--- src/hdl/dwe_pkg.sv ---
// Package for the delimited word extractor: character constants, byte class
// functions, register indexes and shared types.
// No dependencies; imported by every module of the block.
package dwe_pkg;

  // Default width of the byte position counter
  localparam int unsigned PositionBitsDef = 32;

  // Field widths fixed by the stream format
  localparam int unsigned ByteBits  = 8;
  localparam int unsigned LenBits   = 9;   // holds the saturation value
  localparam int unsigned OutLenBits = 8;
  localparam int unsigned StartBits = 32;
  localparam int unsigned OutBits   = StartBits + OutLenBits;

  // Word length saturates here, above any programmable maximum
  localparam logic [LenBits-1:0] LenSat = 9'd256;

  // Register reset values
  localparam logic [ByteBits-1:0] MinLenRst = 8'd1;
  localparam logic [ByteBits-1:0] MaxLenRst = 8'd64;

  // Character codes
  localparam logic [ByteBits-1:0] ChLowA  = 8'h61;  // a
  localparam logic [ByteBits-1:0] ChLowZ  = 8'h7A;  // z
  localparam logic [ByteBits-1:0] ChUpA   = 8'h41;  // A
  localparam logic [ByteBits-1:0] ChUpZ   = 8'h5A;  // Z
  localparam logic [ByteBits-1:0] ChNul   = 8'h00;
  localparam logic [ByteBits-1:0] ChTab   = 8'h09;
  localparam logic [ByteBits-1:0] ChLf    = 8'h0A;
  localparam logic [ByteBits-1:0] ChCr    = 8'h0D;
  localparam logic [ByteBits-1:0] ChSpace = 8'h20;
  localparam logic [ByteBits-1:0] ChBang  = 8'h21;  // !
  localparam logic [ByteBits-1:0] ChDquot = 8'h22;  // "
  localparam logic [ByteBits-1:0] ChSquot = 8'h27;  // '
  localparam logic [ByteBits-1:0] ChStar  = 8'h2A;  // *
  localparam logic [ByteBits-1:0] ChComma = 8'h2C;  // ,
  localparam logic [ByteBits-1:0] ChDash  = 8'h2D;  // -
  localparam logic [ByteBits-1:0] ChDot   = 8'h2E;  // .
  localparam logic [ByteBits-1:0] ChColon = 8'h3A;  // :
  localparam logic [ByteBits-1:0] ChSemi  = 8'h3B;  // ;
  localparam logic [ByteBits-1:0] ChQmark = 8'h3F;  // ?

  // Configuration register indexes
  typedef enum logic [0:0] {
    REG_MIN_LEN = 1'b0,
    REG_MAX_LEN = 1'b1
  } cfg_reg_t;

  // Per-word flags carried between the state registers and the step logic
  typedef struct packed {
    logic in_word;      // a word is open
    logic preceded;     // byte before the open word was a delimiter
    logic last_delim;   // previous byte was a delimiter
  } word_flags_t;

  // ASCII letter test
  function automatic logic is_letter(input logic [ByteBits-1:0] b);
    return b inside {[ChLowA:ChLowZ], [ChUpA:ChUpZ]};
  endfunction

  // Delimiter set test
  function automatic logic is_delim(input logic [ByteBits-1:0] b);
    return b inside {ChNul, ChSpace, ChTab, ChCr, ChLf,
                     ChComma, ChDot, ChSquot, ChDquot, ChQmark,
                     ChDash, ChColon, ChSemi, ChStar, ChBang};
  endfunction

endpackage

--- src/hdl/dwe_step.sv ---
// Per-byte update of the word tracker: next state and the emit decision.
// Purely combinational; depends on dwe_pkg.
module dwe_step import dwe_pkg::*; #(
  parameter int unsigned POSITION_BITS = PositionBitsDef
) (
  input  logic [ByteBits-1:0]      text_byte,
  input  logic                     new_stream,
  input  logic [ByteBits-1:0]      min_len,
  input  logic [ByteBits-1:0]      max_len,
  input  logic [POSITION_BITS-1:0] pos,
  input  logic [POSITION_BITS-1:0] start,
  input  logic [LenBits-1:0]       len,
  input  word_flags_t              flags,
  output logic [POSITION_BITS-1:0] pos_nxt,
  output logic [POSITION_BITS-1:0] start_nxt,
  output logic [LenBits-1:0]       len_nxt,
  output word_flags_t              flags_nxt,
  output logic                     emit,
  output logic [StartBits-1:0]     word_start,
  output logic [OutLenBits-1:0]    word_len
);

  logic [POSITION_BITS-1:0] pos_eff;
  logic [LenBits-1:0]       len_eff;
  logic                     in_word_eff;
  logic                     last_delim_eff;
  logic                     letter;
  logic                     delim;
  logic                     len_ok;

  // A new stream restarts the position and drops any open word
  assign pos_eff        = new_stream ? '0 : pos;
  assign len_eff        = new_stream ? '0 : len;
  assign in_word_eff    = new_stream ? 1'b0 : flags.in_word;
  assign last_delim_eff = new_stream ? 1'b1 : flags.last_delim;

  assign letter = is_letter(text_byte);
  assign delim  = is_delim(text_byte);
  assign len_ok = (len_eff >= {1'b0, min_len}) && (len_eff <= {1'b0, max_len});

  // Word open / extend / close
  always_comb begin
    start_nxt            = start;
    len_nxt              = len_eff;
    flags_nxt.in_word    = in_word_eff;
    flags_nxt.preceded   = flags.preceded;
    flags_nxt.last_delim = delim;
    emit                 = 1'b0;
    if (letter) begin
      if (!in_word_eff) begin
        flags_nxt.in_word  = 1'b1;
        start_nxt          = pos_eff;
        len_nxt            = LenBits'(1);
        flags_nxt.preceded = last_delim_eff;
      end else if (len_eff < LenSat) begin
        len_nxt = len_eff + LenBits'(1);
      end
    end else if (in_word_eff) begin
      emit              = len_ok && flags.preceded && delim;
      flags_nxt.in_word = 1'b0;
    end
  end

  assign pos_nxt    = pos_eff + POSITION_BITS'(1);
  assign word_start = StartBits'(start);
  assign word_len   = len_eff[OutLenBits-1:0];

endmodule

--- src/hdl/delimited_word_extractor_unit.sv ---
// Top level of the delimited word extractor: stream ports, state registers,
// configuration registers and a two-entry result buffer.
// Depends on dwe_pkg and dwe_step.
//
//  channel  | dir | handshake          | payload
//  ---------+-----+--------------------+----------------------------------------
//  in_      | in  | in_tvalid/tready   | tdata: text_byte; tuser: new_stream
//  out_     | out | out_tvalid/tready  | tdata: word_start, word_len
//  cfg_     | in  | cfg_valid/ready    | cfg_index, cfg_data (min/max length)
//
// One byte is taken per cycle while in_tready is high; the result of an accepted
// closing byte is registered. Tracker state is updated at the accepting edge.
// Reset (synchronous, rst_n low) clears the tracker and the result buffer.
// When the sink stalls, one further result waits in the skid register;
// in_tready drops only while that register is occupied.
module delimited_word_extractor_unit import dwe_pkg::*; #(
  parameter int unsigned POSITION_BITS = PositionBitsDef
) (
  input  logic                 clk,
  input  logic                 rst_n,
  // byte stream
  input  logic                 in_tvalid,
  output logic                 in_tready,
  input  logic [ByteBits-1:0]  in_tdata,    // [7:0] text_byte
  input  logic                 in_tuser,    // [0] new_stream
  // word results
  output logic                 out_tvalid,
  input  logic                 out_tready,
  output logic [OutBits-1:0]   out_tdata,   // [31:0] word_start, [39:32] word_len
  // configuration writes
  input  logic                 cfg_valid,
  output logic                 cfg_ready,
  input  logic [0:0]           cfg_index,
  input  logic [ByteBits-1:0]  cfg_data
);

  logic [ByteBits-1:0]      min_len_r;
  logic [ByteBits-1:0]      max_len_r;
  logic [POSITION_BITS-1:0] pos_r, pos_nxt;
  logic [POSITION_BITS-1:0] start_r, start_nxt;
  logic [LenBits-1:0]       len_r, len_nxt;
  word_flags_t              flags_r, flags_nxt;
  logic                     emit;
  logic [StartBits-1:0]     word_start;
  logic [OutLenBits-1:0]    word_len;
  logic                     in_acc;
  logic                     drain;
  logic                     out_vld_r;
  logic [OutBits-1:0]       out_data_r;
  logic                     skid_vld_r;
  logic [OutBits-1:0]       skid_data_r;
  logic [OutBits-1:0]       res_data;

  assign cfg_ready = 1'b1;
  assign in_tready = !skid_vld_r;
  assign in_acc    = in_tvalid && in_tready;
  assign drain     = out_vld_r && out_tready;
  assign res_data  = {word_len, word_start};

  // Configuration registers
  always_ff @(posedge clk) begin
    if (!rst_n) begin
      min_len_r <= MinLenRst;
      max_len_r <= MaxLenRst;
    end else if (cfg_valid && cfg_ready) begin
      case (cfg_reg_t'(cfg_index))
        REG_MIN_LEN: min_len_r <= cfg_data;
        REG_MAX_LEN: max_len_r <= cfg_data;
        default: ;
      endcase
    end
  end

  // Per-byte step logic
  dwe_step #(
    .POSITION_BITS (POSITION_BITS)
  ) u_step (
    .text_byte  (in_tdata),
    .new_stream (in_tuser),
    .min_len    (min_len_r),
    .max_len    (max_len_r),
    .pos        (pos_r),
    .start      (start_r),
    .len        (len_r),
    .flags      (flags_r),
    .pos_nxt    (pos_nxt),
    .start_nxt  (start_nxt),
    .len_nxt    (len_nxt),
    .flags_nxt  (flags_nxt),
    .emit       (emit),
    .word_start (word_start),
    .word_len   (word_len)
  );

  // Tracker state, updated per accepted transaction
  always_ff @(posedge clk) begin
    if (!rst_n) begin
      pos_r   <= '0;
      start_r <= '0;
      len_r   <= '0;
      flags_r <= '{in_word: 1'b0, preceded: 1'b0, last_delim: 1'b1};
    end else if (in_acc) begin
      pos_r   <= pos_nxt;
      start_r <= start_nxt;
      len_r   <= len_nxt;
      flags_r <= flags_nxt;
    end
  end

  // Result register with skid stage
  always_ff @(posedge clk) begin
    if (!rst_n) begin
      out_vld_r  <= 1'b0;
      skid_vld_r <= 1'b0;
    end else if (skid_vld_r) begin
      if (drain) begin
        out_data_r <= skid_data_r;
        skid_vld_r <= 1'b0;
      end
    end else if (in_acc && emit) begin
      if (!out_vld_r || drain) begin
        out_vld_r  <= 1'b1;
        out_data_r <= res_data;
      end else begin
        skid_vld_r  <= 1'b1;
        skid_data_r <= res_data;
      end
    end else if (drain) begin
      out_vld_r <= 1'b0;
    end
  end

  assign out_tvalid = out_vld_r;
  assign out_tdata  = out_data_r;

endmodule

--- config.mk ---
export PLATFORM = sky130hd
export DESIGN_NAME = delimited_word_extractor_unit
export DESIGN_NICKNAME = d
export VERILOG_FILES = /design/src/hdl/dwe_pkg.sv /design/src/hdl/dwe_step.sv /design/src/hdl/delimited_word_extractor_unit.sv
export SDC_FILE = /design/constraint.sdc
export NUM_CORES = 1
export LEC_CHECK = 0
export ABC_CLOCK_PERIOD_IN_PS = 7500
export BUFFER_PORTS_ARGS = -buffer_cell sky130_fd_sc_hd__clkbuf_2
export CORE_ASPECT_RATIO = 1.4
export CORE_MARGIN = 5
export CORE_UTILIZATION = 45
export CTS_CLUSTER_SIZE = 8
export DETAILED_ROUTE_END_ITERATION = 16
export GPL_TIMING_DRIVEN = 0
export SLEW_MARGIN = 20
export SYNTH_ARGS = -nofsm -noshare
export SYNTH_HDL_FRONTEND = slang
export SYNTH_SLANG_ARGS = --single-unit
--- constraint.sdc ---
create_clock -name clk -period 7.5 [get_ports clk]
set_input_delay 0.375 -clock clk [delete_from_list [all_inputs] [get_ports clk]]
set_output_delay 0.375 -clock clk [all_outputs]
set_load 0.05 [all_outputs]
==> results of run 1 <==
## power groups by stage
stage / sequential [mW] / clock, mW / combinational, mW
after floorplan: 1.01 / 0 / 0.0569
after global placement: 1.01 / 0 / 0.0859
after detailed placement: 1.01 / 0 / 0.0879
after CTS: 0.993 / 0.874 / 0.0883
after global routing: 0.993 / 0.911 / 0.0974
final: 0.993 / 0.851 / 0.0880
## how the worst max path moves through the flow
| stage | to |
|---|---|
| CTS | skid_data_r[2] |
| floorplan | skid_data_r[0] |
| global placement | skid_data_r[2] |
| detailed placement | skid_data_r[33] |
| global route | skid_data_r[2] |
| finish | skid_data_r[2] |
## Yosys cell counts, drive strengths merged (3+ instances only)
| library cell | count | share of area [%] |
|---|---|---|
| and2b | 3 | 0.34 |
| or3 | 5 | 0.42 |
| nand2b | 15 | 1.2 |
| a21oi | 61 | 4.0 |
| nand3 | 31 | 2.0 |
| nor4 | 6 | 0.56 |
| o2111ai | 5 | 0.56 |
| o21ai | 21 | 1.4 |
| a21o | 4 | 0.39 |
| o31ai | 9 | 0.87 |
| a211oi | 4 | 0.39 |
| nand2 | 130 | 6.3 |
| nand3b | 24 | 2.3 |
| ha | 16 | 2.6 |
| nor2 | 36 | 1.7 |
| xnor2 | 15 | 1.7 |
| a2111oi | 3 | 0.34 |
| nor2b | 12 | 0.97 |
| edfxtp | 80 | 31 |
| and4 | 3 | 0.34 |
| inv | 22 | 1.1 |
| dfxtp | 94 | 24 |
| o211ai | 5 | 0.66 |
| clkbuf | 31 | 1.5 |
| nand4 | 13 | 1.0 |
| buf | 14 | 1.2 |
| mux2 | 37 | 5.4 |
| a31oi | 5 | 0.40 |
| or4 | 3 | 0.34 |
| nor3 | 12 | 0.84 |
## final cells by class
class	count	area, µm²
fillers	1591	8140
flip-flops and latches	174	4280
multi-input cells	515	3210
clock buffers	19	443
repair buffers	72	388
well taps	236	295
plain buffers	45	206
clock inverters	13	130
inverters	23	86.3
## stage by stage
step | hold WS (ps) | setup slack, ps
floorplan | 426 | 738
global placement | 445 | -2860
detailed placement | 441 | 2130
CTS | 166 | 2580
global route | 192 | 2330
finish | 186 | 2630
## state kept, by name, indices dropped and copies added (netlist names)
| register | cells |
|---|---|
| start_r | 32 |
| skid_data_r | 40 |
| min_len_r | 8 |
| max_len_r | 8 |
| flags_r | 3 |
| out_tvalid | 1 |
| len_r | 9 |
| pos_r | 32 |
| out_tdata | 40 |
| skid_vld_r | 1 |
## metal layers
metal	vias up	routed length, µm	global-route usage, %
met1	2773	7380	21.1
met3	36	601	3.10
li1	2910	-	-
met2	131	9410	34.6
met4	0	755	9.33
met5	-	0	0
## cell families (layout without fill, tap and decap cells)
logic type	Yosys count	count (layout)	synth area share, %
AOI/OAI and AO/OA	135	135	11.2
xor gates and xnor gates	15	15	1.69
adders and majority gates	16	16	2.58
buffers and inverters	68	172	3.77
DFF	174	174	55.1
muxes	39	39	5.62
other	1	1	0.0483
and+or+nand+nor	309	309	20.0
## worst max-delay path, cell delays in order
cell	delay (ps)
clkbuf_2	210
buf_4	250
clkbuf_1	490
clkbuf_1	480
nand2b_1	330
inv_1	140
ha_1	320
nand4_1	160
a211oi_1	80
nor3_1	270
nor2_1	100
nor4b_2	650
buf_4	280
buf_4	160
buf_2	210
buf_2	230
buf_2	250
==> reports/results.txt, run 1 <==
status -> complete, no violations
min Tclk post-route -> 4870 ps
Die Y -> 165 µm
largest net degree at the start of global routing -> 17
# IOs -> 66
Syn Nets -> 796
Post-synth EDFFs -> 80
Layout area overhead -> 16.4%
post-route cell area -> 0.00905 mm²
Net Sw Frac -> 22.8%
Critical R2R Launch -> len_r[5]
Hold Crit Class -> input port to flop
Worst setup SP type -> input port
GP Congestion -> 0.874
port bufs -> 63
Worst Reg-to-Reg Cells -> 11
die area -> 0.0200 mm²
ys async rst share -> 0%
die outline width -> 121 µm
commonest non-fill, non-tap cell in the layout -> nand2_1
Worst-Margin Slew -> 788 ps
hpwl dp -> 13800 µm
post-placement cell area -> 0.00847 mm²
max cap viols -> 0
reg2reg setup slack -> 3430 ps
Layout Cells excl Fill -> 1097
initial antenna violation count -> 0
post-cts resize count -> 0
routed via count -> 5850
Max transition margin -> 47.1%
Yosys reg bits -> 174
Yosys warnings -> 0
# diodes -> 0
core box area -> 0.0172 mm²
Util after Layout -> 52.6%
total CTS buffers -> 17
most frequent cells in the layout -> 130 x nand2_1, 94 x dfxtp_1, 80 x edfxtp_1
final setup vio count -> 0
Detail Route Antenna Nets -> 0
remaining routing DRC violations -> 0
worst hold start -> cfg_data[5]
endpoint class of the critical path -> flop
total track usage -> 18.9%
number of global-route vias before repair -> 5809
total grt overflow -> 0
layout cells sized above 1 -> 19.3%
critical path type -> input port to flop
sequential share of power -> 51.4%
CTS Buffer Depth -> 2
CTS tree -> yes
row count -> 57
later-pin clock latency in the skew report -> 430 ps
RSZ-0062 raised after global routing -> no
Clock power frac -> 44.1%
internal power -> 1.49 mW
syn avg cell area -> 10.3 µm²
H-tree Lvls -> 4
Distinct cells, synth -> 68
TritonRoute pass-1 iters -> 5
Initial Util -> 45.2%
Hold Path Sink -> min_len_r[5]
CP Max Fanout -> 10
first-pass GRT wire length -> 29500 µm
top_reg_cell synth -> dfxtp_1
worst hold stages -> 3
crit path launch -> in_tuser
NumNets Final -> 887
post-synthesis cell count -> 757
total power draw -> 1.93 mW
placed cell count -> 1065
Via density -> 5.33
WP data arrival -> 4990 ps
reg2reg end -> skid_data_r[2]
TNS Setup -> 0 ps
fmax -> 0.205 GHz
pwr/cell area -> 214 mW/mm²
clock-pin slew on the worst setup and hold paths -> 70 ps
Max Slew Vio Count -> 0
post-synthesis cell area -> 0.00777 mm²
WP data required -> 7610 ps
Avg WL per Cell -> 16.5 µm
initial drt markers -> 256
leak pwr -> 3.25 nW
final period utilization -> 65.0%
Logic pwr share -> 4.6%
Seq/Total Area, Yosys -> 55.1%
sw power -> 0.441 mW
drt total wl -> 18100 µm
clk_skew -> 12.6 ps
CTS Root Cell -> clkbuf_16
Hold-fix buffers, CTS -> 0
Post-CTS Setup Bufs -> 0
maximum VDD drop -> 0.000125 V
clk sinks -> 174
Fin. Hold Viols -> 0
Power figures use the tool's default switching activity.
==> run 2: changes to the inputs <==
--- a/config.mk
+++ b/config.mk
@@ -5,7 +5,8 @@
 export SDC_FILE = /design/constraint.sdc
 export NUM_CORES = 1
 export LEC_CHECK = 0
-export ABC_CLOCK_PERIOD_IN_PS = 7500
+export ABC_AREA = 1
+export ABC_CLOCK_PERIOD_IN_PS = 5100
 export BUFFER_PORTS_ARGS = -buffer_cell sky130_fd_sc_hd__clkbuf_2
 export CORE_ASPECT_RATIO = 1.4
 export CORE_MARGIN = 5
==> constraint.sdc (replaced) <==
create_clock -name clk -period 5.1 [get_ports clk]
set_input_delay 0.255 -clock clk [delete_from_list [all_inputs] [get_ports clk]]
set_output_delay 0.255 -clock clk [all_outputs]
set_load 0.05 [all_outputs]
==> reports/results.txt, run 2 <==
# IOs -> 66 (unchanged)
row count -> 57 (unchanged)
Fin. Hold Viols -> 0 (unchanged)
die area -> 0.0205 mm² (was 0.0200 mm²)
largest net degree at the start of global routing -> 28 (was 17)
Util after Layout -> 53.1% (was 52.6%)
reg2reg setup slack -> 2000 ps (was 3430 ps)
Synth area leaders -> edfxtp_1 30%, dfxtp_1 24%, nand2_1 12% (was edfxtp_1 31%, dfxtp_1 24%, nand2_1 6.3%)
Hold-fix buffers, CTS -> 0 (unchanged)
endpoint class of the critical path -> flop (unchanged)
first-pass GRT wire length -> 31400 µm (was 29500 µm)
Yosys reg bits -> 174 (unchanged)
Seq/Total Area, Yosys -> 53.8% (was 55.1%)
WP data required -> 5240 ps (was 7610 ps)
Max transition margin -> 57.4% (was 47.1%)
final period utilization -> 60.7%
status -> complete, no violations (unchanged)
Syn Nets -> 984 (was 796)
top cells by count, synth -> 262 x nand2_1, 94 x dfxtp_1, 91 x inv_1, 87 x a21oi_1, 80 x edfxtp_1 (was 130 x nand2_1, 94 x dfxtp_1, 80 x edfxtp_1, 60 x a21oi_1, 37 x mux2_2)
Post-synth EDFFs -> 80 (unchanged)
Layout Cells excl Fill -> 1278 (was 1097)
clk sinks -> 174 (unchanged)
Worst-Margin Slew -> 639 ps (was 788 ps)
remaining routing DRC violations -> 0 (unchanged)
total CTS buffers -> 17 (unchanged)
post-cts resize count -> 0 (unchanged)
initial antenna violation count -> 0 (unchanged)
Layout area overhead -> 16.1% (was 16.4%)
total track usage -> 19.6% (was 18.9%)
later-pin clock latency in the skew report -> 430 ps (about the same)
Place WS -> 1630 ps (was 2130 ps)
clk_skew -> 8.54 ps (was 12.6 ps)
Die Y -> 167 µm (was 165 µm)
CP Max Fanout -> 25 (was 10)
routed via count -> 6445 (was 5850)
fin worst setup slack -> 2000 ps (was 2630 ps)
top_reg_cell synth -> dfxtp_1 (unchanged)
number of global-route vias before repair -> 6198 (was 5809)
Avg WL per Cell -> 15.0 µm (was 16.5 µm)
Detail Route Antenna Nets -> 0 (unchanged)
pwr/cell area -> 320 mW/mm² (was 214 mW/mm²)
commonest non-fill, non-tap cell in the layout -> nand2_1 (unchanged)
CTS tree -> yes (unchanged)
total power draw -> 2.96 mW (was 1.93 mW)
post-synthesis cell area -> 0.00797 mm² (was 0.00777 mm²)
WP data arrival -> 3240 ps (was 4990 ps)
Post-CTS Setup Bufs -> 0 (unchanged)
RSZ-0062 raised after global routing -> no (unchanged)
ys async rst share -> 0% (unchanged)
maximum VDD drop -> 0.000180 V (was 0.000125 V)
port bufs -> 63 (unchanged)
# diodes -> 0 (unchanged)
core box area -> 0.0174 mm² (was 0.0172 mm²)
post-synthesis cell count -> 945 (was 757)
CTS Root Cell -> clkbuf_16 (unchanged)
Yosys top cell area share -> 30.1% (was 30.9%)
syn avg cell area -> 8.43 µm² (was 10.3 µm²)
H-tree Lvls -> 4 (unchanged)
Hold Crit Class -> input port to flop (unchanged)
most frequent cells in the layout -> 262 x nand2_1, 94 x dfxtp_1, 91 x inv_1 (was 130 x nand2_1, 94 x dfxtp_1, 80 x edfxtp_1)
clock-pin slew on the worst setup and hold paths -> 70 ps (about the same)
NumNets Final -> 1068 (was 887)
Worst setup SP type -> flop (was input port)
die outline width -> 122 µm (was 121 µm)
area leader, netlist -> edfxtp_1 (unchanged)
drt total wl -> 19200 µm (was 18100 µm)
CTS Buffer Depth -> 2 (unchanged)
most frequent cell after synthesis -> nand2_1 (unchanged)
Yosys warnings -> 0 (unchanged)
critical path type -> flop to flop (was input port to flop)
min Tclk post-route -> 3100 ps
total grt overflow -> 0 (unchanged)
GP Congestion -> 0.907 (was 0.874)
max cap viols -> 0 (unchanged)
Initial Util -> 45.8% (was 45.2%)
hpwl dp -> 14700 µm (was 13800 µm)
initial drt markers -> 625 (was 256)
Max Slew Vio Count -> 0 (unchanged)
fmax -> 0.323 GHz
layout cells sized above 1 -> 14.3% (was 19.3%)
TritonRoute pass-1 iters -> 5 (unchanged)
final setup vio count -> 0 (unchanged)
Distinct cells, synth -> 38 (was 68)
hold_ws -> 66.0 ps (was 186 ps)
leak pwr -> 3.62 nW (was 3.25 nW)
Via density -> 5.04 (was 5.33)
placed cell count -> 1246 (was 1065)
run 2: changes by cell type in the layout (fill, tap and decap cells not counted), moves of 9 or more:
cell,before,now
nor2_1,36,72
o21ai_0,21,65
nand3b_1,24,0
mux2_2,37,0
inv_1,22,91
nor2_2,0,11
nand2b_1,15,0
a21oi_1,60,86
nor2b_1,12,0
nand3_1,31,40
nand2_1,130,262
run 2: per-layer routing:
layer	share of wire (%)	vias up	track usage (%)
met5	0	-	0
li1	-	3299	-
met2	49	169	33.0
met1	43	2940	24.2
met4	3.0	0	8.19
met3	4.9	37	4.15
run 2: critical path, cell delays in order (launching register included):
cell,delay (ps)
dfxtp_1,330
inv_1,80
nor2_1,450
ha_1,350
a21oi_1,190
nand2_1,80
nand2_1,60
nand2_1,40
nand2_1,50
nand2_1,50
nand2_1,50
nand2_1,40
nand2_1,120
nand3_2,120
a21oi_4,520
buf_16,240
run 2: layout make-up:
class | count | area, µm²
Buffer | 39 | 214
Clock buffer | 18 | 429
Clock inverter | 14 | 174
Fill cell | 1699 | 8150
Inverter | 96 | 360
Multi-Input combinational cell | 636 | 3130
Sequential cell | 174 | 4280
Tap cell | 236 | 295
Timing Repair Buffer | 65 | 363
run 2: path summary, 6_finish.rpt:
kind	start	endpoint	cells after the start
max	len_r[1]	out_tdata[10]	15
min	cfg_data[0]	min_len_r[0]	3
max reg2reg	len_r[1]	out_tdata[10]	15
min reg2reg	start_r[14]	skid_data_r[14]	0
run 2: cells by family after synthesis:
| family | count (synthesis) | share of synthesized area [%] |
|---|---|---|
| adder cells (fa/ha/maj) | 16 | 2.51 |
| buffers and inverters | 135 | 7.21 |
| flip-flops | 174 | 53.8 |
| other | 1 | 0.0471 |
| AND/OR/NAND/NOR | 441 | 24.4 |
| AO/OA/AOI/OAI | 168 | 11.0 |
| XOR/XNOR | 10 | 1.10 |
run 2: stage by stage:
stage          setup TNS [ps]  instance area [µm²]
6_report                    0                 9250
5_1_grt                     0                 9250
4_1_cts                     0                 9250
3_5_place_dp                0                 8650
3_3_place_gp           -23980                 8580
2_1_floorplan               0                 7970
run 2: power breakdown:
| group | switching [mW] | leakage (nW) | internal (mW) |
|---|---|---|---|
| Sequential | 0.0105 | 1.51 | 1.47 |
| Combinational | 0.107 | 1.82 | 0.0485 |
| Clock | 0.580 | 0.292 | 0.741 |
